## src/rtl/bounded_deque_engine_macros.svh

```systemverilog
// Assertion macros shared by the deque engine.
// Each check samples on clk and is disabled while rst is high.
`ifndef BOUNDED_DEQUE_ENGINE_MACROS_SVH
`define BOUNDED_DEQUE_ENGINE_MACROS_SVH

`ifndef NO_ASSERTIONS

// Same-cycle implication.
`define BDE_ASSERT_IMPLY(name, ante, cons) \
  name: assert property (@(posedge clk) disable iff (rst) (ante) |-> (cons)) \
    else $error("deque engine check failed");

// Next-cycle implication.
`define BDE_ASSERT_NEXT(name, ante, cons) \
  name: assert property (@(posedge clk) disable iff (rst) (ante) |=> (cons)) \
    else $error("deque engine check failed");

`else

`define BDE_ASSERT_IMPLY(name, ante, cons)
`define BDE_ASSERT_NEXT(name, ante, cons)

`endif

`endif

```

## src/rtl/bde_pkg.sv

```systemverilog
package bde_pkg;

  // Storage depth default and the most results one view may produce
  localparam int DEPTH_DEFAULT = 64;
  localparam int RESULT_LIMIT  = 64;

  // Count and capacity width (holds 0..64)
  localparam int CNT_W = 7;
  localparam logic [CNT_W-1:0] CAP_RESET = 7'd64;

  // Action codes
  localparam logic [2:0] ACT_PUSH_FRONT = 3'd0;
  localparam logic [2:0] ACT_PUSH_BACK  = 3'd1;
  localparam logic [2:0] ACT_POP_FRONT  = 3'd2;
  localparam logic [2:0] ACT_POP_BACK   = 3'd3;
  localparam logic [2:0] ACT_VIEW       = 3'd4;

  // Status codes
  localparam logic [1:0] STATUS_OK      = 2'd0;
  localparam logic [1:0] STATUS_FULL    = 2'd1;
  localparam logic [1:0] STATUS_EMPTY   = 2'd2;
  localparam logic [1:0] STATUS_INVALID = 2'd3;

  typedef struct packed {
    logic [2:0]         action;
    logic signed [31:0] push_value;
  } req_t;

  typedef struct packed {
    logic [1:0]         status;
    logic signed [31:0] element_value;
    logic               last;
  } rsp_t;

  // Controller to datapath commands
  typedef struct packed {
    logic load;   // capture the request
    logic exec;   // carry out the action
    logic view;   // emit one view element and advance
  } dp_cmd_t;

  // Datapath to controller status
  typedef struct packed {
    logic view_go;   // view of a non-empty deque
    logic view_end;  // current view element is the last one
  } dp_sts_t;

endpackage

```

## src/rtl/bounded_deque_engine.sv

```systemverilog
// Channel   Ports                       Transfer
// request   start, busy, req            accepted when start && !busy
// result    done, rsp                   one result per cycle, no hold-off
// config    cfg_we, cfg_data            written when cfg_we is high
//
// Push, pop, invalid action and view of an empty deque run in two steps:
// capture the request, then update state and load the result register.
// A view of N elements returns its results one per cycle, paced by the
// single registered read port of the element memory.
// rst (synchronous) empties the deque and sets capacity to 64; the memory
// needs no clearing. Results always flow, the receiver cannot stall them.
`include "bounded_deque_engine_macros.svh"

module bounded_deque_engine import bde_pkg::*; #(
  parameter int DEPTH = DEPTH_DEFAULT
) (
  input  logic             clk,
  input  logic             rst,
  input  logic             start,
  output logic             busy,
  input  req_t             req,
  output logic             done,
  output rsp_t             rsp,
  input  logic             cfg_we,
  input  logic [CNT_W-1:0] cfg_data
);

  dp_cmd_t cmd;
  dp_sts_t sts;

  bde_ctrl u_ctrl (
    .clk   (clk),
    .rst   (rst),
    .start (start),
    .sts   (sts),
    .cmd   (cmd),
    .busy  (busy)
  );

  bde_dp #(
    .DEPTH (DEPTH)
  ) u_dp (
    .clk      (clk),
    .rst      (rst),
    .req      (req),
    .cfg_we   (cfg_we),
    .cfg_data (cfg_data),
    .cmd      (cmd),
    .sts      (sts),
    .done     (done),
    .rsp      (rsp)
  );

  // An accepted request keeps the engine busy for its execute cycle
  `BDE_ASSERT_NEXT(a_accept_busy, start && !busy, busy)
  // Refusals and errors end the request at once
  `BDE_ASSERT_IMPLY(a_refuse_last, done && (rsp.status != STATUS_OK), rsp.last)
  // Only view elements carry a value
  `BDE_ASSERT_IMPLY(a_refuse_zero, done && (rsp.status != STATUS_OK), rsp.element_value == 0)
  // View elements come out back to back until the last one
  `BDE_ASSERT_NEXT(a_view_run, done && !rsp.last, done)

endmodule

```

## src/rtl/bde_ram.sv

```systemverilog
module bde_ram #(
  parameter int WIDTH = 32,
  parameter int DEPTH = 64
) (
  input  logic                     clk,
  input  logic                     we,
  input  logic [$clog2(DEPTH)-1:0] waddr,
  input  logic [WIDTH-1:0]         wdata,
  input  logic [$clog2(DEPTH)-1:0] raddr,
  output logic [WIDTH-1:0]         rdata
);

  logic [WIDTH-1:0] mem [DEPTH];

  // Write port and registered read port
  always_ff @(posedge clk) begin
    if (we) begin
      mem[waddr] <= wdata;
    end
    rdata <= mem[raddr];
  end

endmodule

```

## src/rtl/bde_ctrl.sv

```systemverilog
module bde_ctrl import bde_pkg::*; (
  input  logic    clk,
  input  logic    rst,
  input  logic    start,
  input  dp_sts_t sts,
  output dp_cmd_t cmd,
  output logic    busy
);

  typedef enum logic [2:0] {
    ST_IDLE = 3'b001,
    ST_EXEC = 3'b010,
    ST_VIEW = 3'b100
  } state_t;

  state_t state, state_next;

  // Advance the controller
  always_ff @(posedge clk) begin
    if (rst) begin
      state <= ST_IDLE;
    end else begin
      state <= state_next;
    end
  end

  // Next state and commands
  always_comb begin
    state_next = state;
    cmd        = '0;
    case (state)
      ST_IDLE: begin
        if (start) begin
          cmd.load   = 1'b1;
          state_next = ST_EXEC;
        end
      end
      ST_EXEC: begin
        cmd.exec   = 1'b1;
        state_next = sts.view_go ? ST_VIEW : ST_IDLE;
      end
      ST_VIEW: begin
        cmd.view = 1'b1;
        if (sts.view_end) begin
          state_next = ST_IDLE;
        end
      end
      default: begin
        state_next = ST_IDLE;
      end
    endcase
  end

  assign busy = (state != ST_IDLE);

endmodule

```

## src/rtl/bde_dp.sv

```systemverilog
module bde_dp import bde_pkg::*; #(
  parameter int DEPTH = DEPTH_DEFAULT
) (
  input  logic             clk,
  input  logic             rst,
  input  req_t             req,
  input  logic             cfg_we,
  input  logic [CNT_W-1:0] cfg_data,
  input  dp_cmd_t          cmd,
  output dp_sts_t          sts,
  output logic             done,
  output rsp_t             rsp
);

  localparam int PW    = $clog2(DEPTH);
  localparam int SW    = ((PW > CNT_W) ? PW : CNT_W) + 1;
  localparam int LIMIT = (DEPTH < RESULT_LIMIT) ? DEPTH : RESULT_LIMIT;

  localparam logic [SW-1:0]    DEPTH_S = SW'(DEPTH);
  localparam logic [PW-1:0]    LAST_SLOT = PW'(DEPTH - 1);
  localparam logic [CNT_W-1:0] LIMIT_C = CNT_W'(LIMIT);

  logic [CNT_W-1:0] capacity;
  logic [CNT_W-1:0] count, count_next;
  logic [PW-1:0]    front, front_next;
  logic [CNT_W-1:0] idx;
  req_t             cur;

  logic [CNT_W-1:0] limit;
  logic             full, empty;
  logic [CNT_W-1:0] offset;
  logic [SW-1:0]    slot_sum, slot_wrap;
  logic [PW-1:0]    slot, front_dec, front_inc;
  logic [CNT_W-1:0] idx_inc;

  logic             we;
  logic [PW-1:0]    waddr;
  logic [31:0]      rdata;
  logic [1:0]       exec_status;

  // Hold the capacity register
  always_ff @(posedge clk) begin
    if (rst) begin
      capacity <= CAP_RESET;
    end else if (cfg_we) begin
      capacity <= cfg_data;
    end
  end

  // Capture the request
  always_ff @(posedge clk) begin
    if (cmd.load) begin
      cur <= req;
    end
  end

  assign limit = (capacity > LIMIT_C) ? LIMIT_C : capacity;
  assign full  = (count >= limit);
  assign empty = (count == '0);

  // Slot address: front plus an offset, wrapped once
  assign idx_inc   = idx + 1'b1;
  assign offset    = cmd.exec ? ((cur.action == ACT_PUSH_BACK) ? count : '0) : idx_inc;
  assign slot_sum  = SW'(front) + SW'(offset);
  assign slot_wrap = (slot_sum >= DEPTH_S) ? (slot_sum - DEPTH_S) : slot_sum;
  assign slot      = slot_wrap[PW-1:0];
  assign front_dec = (front == '0) ? LAST_SLOT : (front - 1'b1);
  assign front_inc = (front == LAST_SLOT) ? '0 : (front + 1'b1);

  // Decide the action outcome
  always_comb begin
    exec_status = STATUS_OK;
    we          = 1'b0;
    waddr       = slot;
    count_next  = count;
    front_next  = front;
    case (cur.action)
      ACT_PUSH_FRONT: begin
        if (full) begin
          exec_status = STATUS_FULL;
        end else begin
          we         = cmd.exec;
          waddr      = front_dec;
          front_next = front_dec;
          count_next = count + 1'b1;
        end
      end
      ACT_PUSH_BACK: begin
        if (full) begin
          exec_status = STATUS_FULL;
        end else begin
          we         = cmd.exec;
          count_next = count + 1'b1;
        end
      end
      ACT_POP_FRONT: begin
        if (empty) begin
          exec_status = STATUS_EMPTY;
        end else begin
          front_next = front_inc;
          count_next = count - 1'b1;
        end
      end
      ACT_POP_BACK: begin
        if (empty) begin
          exec_status = STATUS_EMPTY;
        end else begin
          count_next = count - 1'b1;
        end
      end
      ACT_VIEW: begin
        if (empty) begin
          exec_status = STATUS_EMPTY;
        end
      end
      default: begin
        exec_status = STATUS_INVALID;
      end
    endcase
  end

  assign sts.view_go  = (cur.action == ACT_VIEW) && !empty;
  assign sts.view_end = (idx_inc == count);

  // Update count and front
  always_ff @(posedge clk) begin
    if (rst) begin
      count <= '0;
      front <= '0;
    end else if (cmd.exec) begin
      count <= count_next;
      front <= front_next;
    end
  end

  // Walk the view index
  always_ff @(posedge clk) begin
    if (cmd.exec) begin
      idx <= '0;
    end else if (cmd.view) begin
      idx <= idx_inc;
    end
  end

  bde_ram #(
    .WIDTH (32),
    .DEPTH (DEPTH)
  ) u_ram (
    .clk   (clk),
    .we    (we),
    .waddr (waddr),
    .wdata (cur.push_value),
    .raddr (slot),
    .rdata (rdata)
  );

  // Drive the result strobe
  always_ff @(posedge clk) begin
    if (rst) begin
      done <= 1'b0;
    end else begin
      done <= (cmd.exec && !sts.view_go) || cmd.view;
    end
  end

  // Load the result payload
  always_ff @(posedge clk) begin
    if (cmd.view) begin
      rsp.status        <= STATUS_OK;
      rsp.element_value <= rdata;
      rsp.last          <= sts.view_end;
    end else if (cmd.exec) begin
      rsp.status        <= exec_status;
      rsp.element_value <= '0;
      rsp.last          <= 1'b1;
    end
  end

endmodule
```

## config.mk

```make
export PLATFORM = sky130hd
export DESIGN_NAME = bounded_deque_engine
export DESIGN_NICKNAME = d
export VERILOG_FILES = /design/src/rtl/bde_pkg.sv /design/src/rtl/bounded_deque_engine.sv /design/src/rtl/bde_ram.sv /design/src/rtl/bde_ctrl.sv /design/src/rtl/bde_dp.sv
export VERILOG_INCLUDE_DIRS = /design/src /design/src/rtl
export SDC_FILE = /design/constraint.sdc
export NUM_CORES = 2
export LEC_CHECK = 0
export BUFFER_PORTS_ARGS = -buffer_cell sky130_fd_sc_hd__buf_4
export CAP_MARGIN = 10
export CELL_PAD_IN_SITES_DETAIL_PLACEMENT = 0
export CELL_PAD_IN_SITES_GLOBAL_PLACEMENT = 2
export CORE_ASPECT_RATIO = 2
export CORE_MARGIN = 10
export CORE_UTILIZATION = 51
export CTS_CLUSTER_DIAMETER = 200
export CTS_CLUSTER_SIZE = 25
export DETAILED_ROUTE_END_ITERATION = 8
export PLACE_DENSITY_LB_ADDON = 0.1
export SYNTH_ARGS = -nofsm -noshare
export SYNTH_HDL_FRONTEND = slang
export SYNTH_HIERARCHICAL = 1
export SYNTH_SLANG_ARGS = --single-unit
export TNS_END_PERCENT = 30
```

## constraint.sdc

```tcl
create_clock -name clk -period 8.35 [get_ports clk]
set_clock_uncertainty 0.15 [all_clocks]
set_input_delay 0.835 -clock clk [delete_from_list [all_inputs] [get_ports clk]]
set_output_delay 0.835 -clock clk [all_outputs]
set_load 0.1 [all_outputs]
```

==> impl_metrics.tcl <==
set metrics [dict create \
    cap_viol_max_count 0 \
    reg2reg_slack_ps 1900 \
    status "complete, no violations" \
    cts_root_buf "clkbuf_16" \
    fin_crit_sh 0.7721 \
    grt.total_usage 0.2458 \
    max-clock-path-buffers 3 \
    rsz0062_at_grt "no" \
    io_pins 83 \
    crit_fanout 32 \
    slew-limit-headroom 0.1398 \
    arrival_ps 6610 \
    antenna_found_initial 9 \
    vias 38600 \
    rr_worst_depth 14 \
    routabilityCongestion 0.8741 \
    overflow 0 \
    dieArea_sq_um 181000 \
    slew_violations 0 \
    hp-start "req[34]" \
    die_w_um 305.9 \
    holdPathStages 1 \
    grt_max_degree 105 \
    cp_num_buf_inv 2 \
    max_freq_ghz 0.1551 \
    synth-warning-count 6 \
    drive_gt1_frac 0.2461 \
    ys_types 64 \
    synth_area_sq_um 83360 \
    grt_pass1_wl_um 312700 \
    hpwl_um 137000 \
    hold_slack_ps 128.1 \
    r2r_start "u_ctrl/state[1]$_SDFFE_PP0P_" \
    cts_made_buffers 97 \
    worst_slew_pin_slew_ps 1287 \
    cts_resized 0 \
    synth-edff-count 2116 \
    critPathMostFrequentCell "buf_4" \
    cp.required_ps 8520 \
    cts_hold_buf 0 \
    leakage_nw 27.68 \
    pwr_density_cell_nw_per_um2 200.4 \
    ant_nets 0 \
    clock_latency_ps 730 \
    nets 3934 \
    yosys_most_used_dff "edfxtp_1" \
    cp-end-kind "flip-flop" \
    holdCritPathClass "in -> reg" \
    fin_setup_tns_ps 0 \
    rows 209 \
    reg2reg_to "u_dp/u_ram/mem[25][19]$_DFFE_PP_" \
    syn_inst 3748 \
    core_area_sq_um 162400 \
    critPathTopFamily "simple AND/OR/NAND/NOR gates" \
    critical_path_class "reg -> reg" \
    async_reset_ff_frac 0 \
    port_buffers 82 \
    peakVddDrop_mv 0.1683 \
    final_core_util 0.5547 \
    setup_viol 0 \
    via_per_inst 6.404 \
    grt_pass1_vias 39780 \
    htreeDepth 3 \
    first_iter_violations 4383 \
    min_to "u_dp/cur[34]$_DFFE_PP_" \
    syn-mean-instance-area_sq_um 22.24 \
    critPathMaxStageDelay_ps 1240 \
    synth-seq-area-share 0.7779 \
    start_kind "flip-flop" \
    die_y_um 591.8 \
    syn2layout_area_growth_pct 8.062 \
    initial_core_util 0.5133 \
    routed_wl_um 222000 \
    cts_sinks 2181 \
    drt_pre_antenna_iters 5 \
    cts_setup_buffers 0 \
    wl_per_cell_um 36.84 \
    ys_seq_elements 2181 \
    period_needed_ps 6447 \
    cp_cell_sequence "nor3b_2 > buf_4 > and4bb_2 > nand2_1 > o21ai_0 > ha_1 > a21o_1 > a21oi_1 > xnor2_2 > buf_4 > nor2_1 > a31oi_1 > nand3b_1 > nor2_4" \
    hold_viol 0 \
    cts.clk_slew.worst_paths_ps 110 \
    cts_tree "done" \
    remaining_drc_errors 0 \
    crit_path_top_delay_cell "nor2_4" \
    synth_nets 3817 \
]
cells by family (layout without fill, tap and decap cells):
group                      count (synthesis)  count (layout)  share of synthesized area
adders and majority gates                 23              23                   0.003632
DFF                                     2181            2181                     0.7779
muxes                                    654             654                     0.1602
other                                      0               4                          0
xor gates and xnor gates                  32              32                   0.003362
and+or+nand+nor                          380             380                    0.02221
buffers and inverters                    218             383                    0.01228
AOI/OAI and AO/OA                        260             260                    0.02046
worst max path at each step:
stage                                 startpoint                                to  slack (ps)  cells after the start
detailed placement    u_dp/count[0]$_SDFFE_PP0P_  u_dp/u_ram/mem[19][24]$_DFFE_PP_        2040                     12
global placement    u_ctrl/state[1]$_SDFFE_PP0P_  u_dp/u_ram/mem[12][18]$_DFFE_PP_        2020                     14
CTS                   u_dp/count[0]$_SDFFE_PP0P_  u_dp/u_ram/mem[19][27]$_DFFE_PP_        1980                     12
global route        u_ctrl/state[1]$_SDFFE_PP0P_  u_dp/u_ram/mem[25][19]$_DFFE_PP_        1710                     14
finish              u_ctrl/state[1]$_SDFFE_PP0P_  u_dp/u_ram/mem[25][19]$_DFFE_PP_        1900                     14
floorplan           u_ctrl/state[1]$_SDFFE_PP0P_   u_dp/u_ram/mem[49][0]$_DFFE_PP_        2530                     14
synth_stat cells (5+ instances only):
cell type / number / area share
buf_4: 25 / 0.0023
and3_1: 6 / 0.00045
a311oi_1: 10 / 0.0011
inv_1: 18 / 0.00081
nor2b_1: 20 / 0.0015
nand2b_1: 15 / 0.0011
xnor2_1: 23 / 0.0024
nand3b_1: 6 / 0.00054
buf_6: 5 / 0.00068
o21ai_0: 10 / 0.00060
a21oi_1: 80 / 0.0048
nand3_1: 12 / 0.00072
xor2_1: 9 / 0.00095
buf_2: 59 / 0.0035
o32ai_1: 5 / 0.00053
clkbuf_1: 90 / 0.0041
dfxtp_1: 65 / 0.016
o221ai_1: 27 / 0.0028
ha_1: 21 / 0.0032
mux2i_1: 109 / 0.013
nand2_1: 57 / 0.0026
mux4_2: 544 / 0.15
edfxtp_1: 2116 / 0.76
nor3_1: 13 / 0.00078
buf_1: 21 / 0.00095
and2_1: 35 / 0.0026
nor2_1: 178 / 0.0080
a22oi_1: 13 / 0.0012
o22ai_1: 85 / 0.0064
a31oi_1: 5 / 0.00038
report_power, final:
group | leakage [nW] | switching [mW] | internal, mW | total [mW]
Sequential | 19.6 | 0.0177 | 12.0 | 12.1
Combinational | 6.75 | 0.430 | 0.149 | 0.579
Clock | 1.30 | 3.21 | 2.21 | 5.42
Total | 27.7 | 3.66 | 14.4 | 18.1
state kept, by name, summed over array words and instances (netlist names):
register          cells
u_ctrl/state          3
u_dp/front            6
u_dp/cur             35
u_dp/capacity         7
u_dp/idx              7
u_dp/count            7
u_dp/u_ram/mem     2048
u_dp/rsp             35
u_dp/done             1
u_dp/u_ram/rdata     32
stage by stage:
stage	setup WS (ps)	power, mW	area (sq um)	std cells
floorplan	2535	12.61	83360	3748
detailed placement	2044	12.89	87370	5875
finish	1903	18.05	90080	6027
global placement	2015	12.87	87330	5873
CTS	1981	18.22	90060	6022
global route	1710	18.59	90070	6024
routing by layer:
metal,vias up,part of all wire,track usage
met5,-,0,0
li1,15850,-,-
met3,314,0.053,0.02689
met2,1378,0.54,0.4487
met1,21050,0.35,0.2898
met4,0,0.052,0.1127
cells in the final DEF, fill, tap and decap left out, types with 10 or more instances in the layout:
cell type / n
edfxtp_1: 2116
nand3_1: 12
mux4_2: 544
mux2i_1: 109
o221ai_1: 27
dfxtp_1: 65
o21ai_0: 10
a22oi_1: 13
buf_12: 12
nand2_1: 57
and2_1: 35
a21oi_1: 80
nor2_1: 115
buf_4: 206
o22ai_1: 85
nor2b_1: 20
nand2b_1: 12
clkbuf_16: 99
nor3_1: 10
inv_1: 17
nor2_4: 62
ha_1: 20
a311oi_1: 10
xnor2_1: 19
clkbuf_1: 44
cell type report:
| cell class | instances | area [sq um] |
|---|---|---|
| Clock inverter | 4 | 46.29 |
| Clock buffer | 143 | 2643 |
| Fill cell | 12000 | 72310 |
| Timing Repair Buffer | 218 | 1787 |
| Antenna cell | 4 | 10.01 |
| Multi-Input combinational cell | 1349 | 18040 |
| Sequential cell | 2181 | 64840 |
| Inverter | 18 | 75.07 |
| Tap cell | 2110 | 2640 |
(Power assumes the default switching activity.)
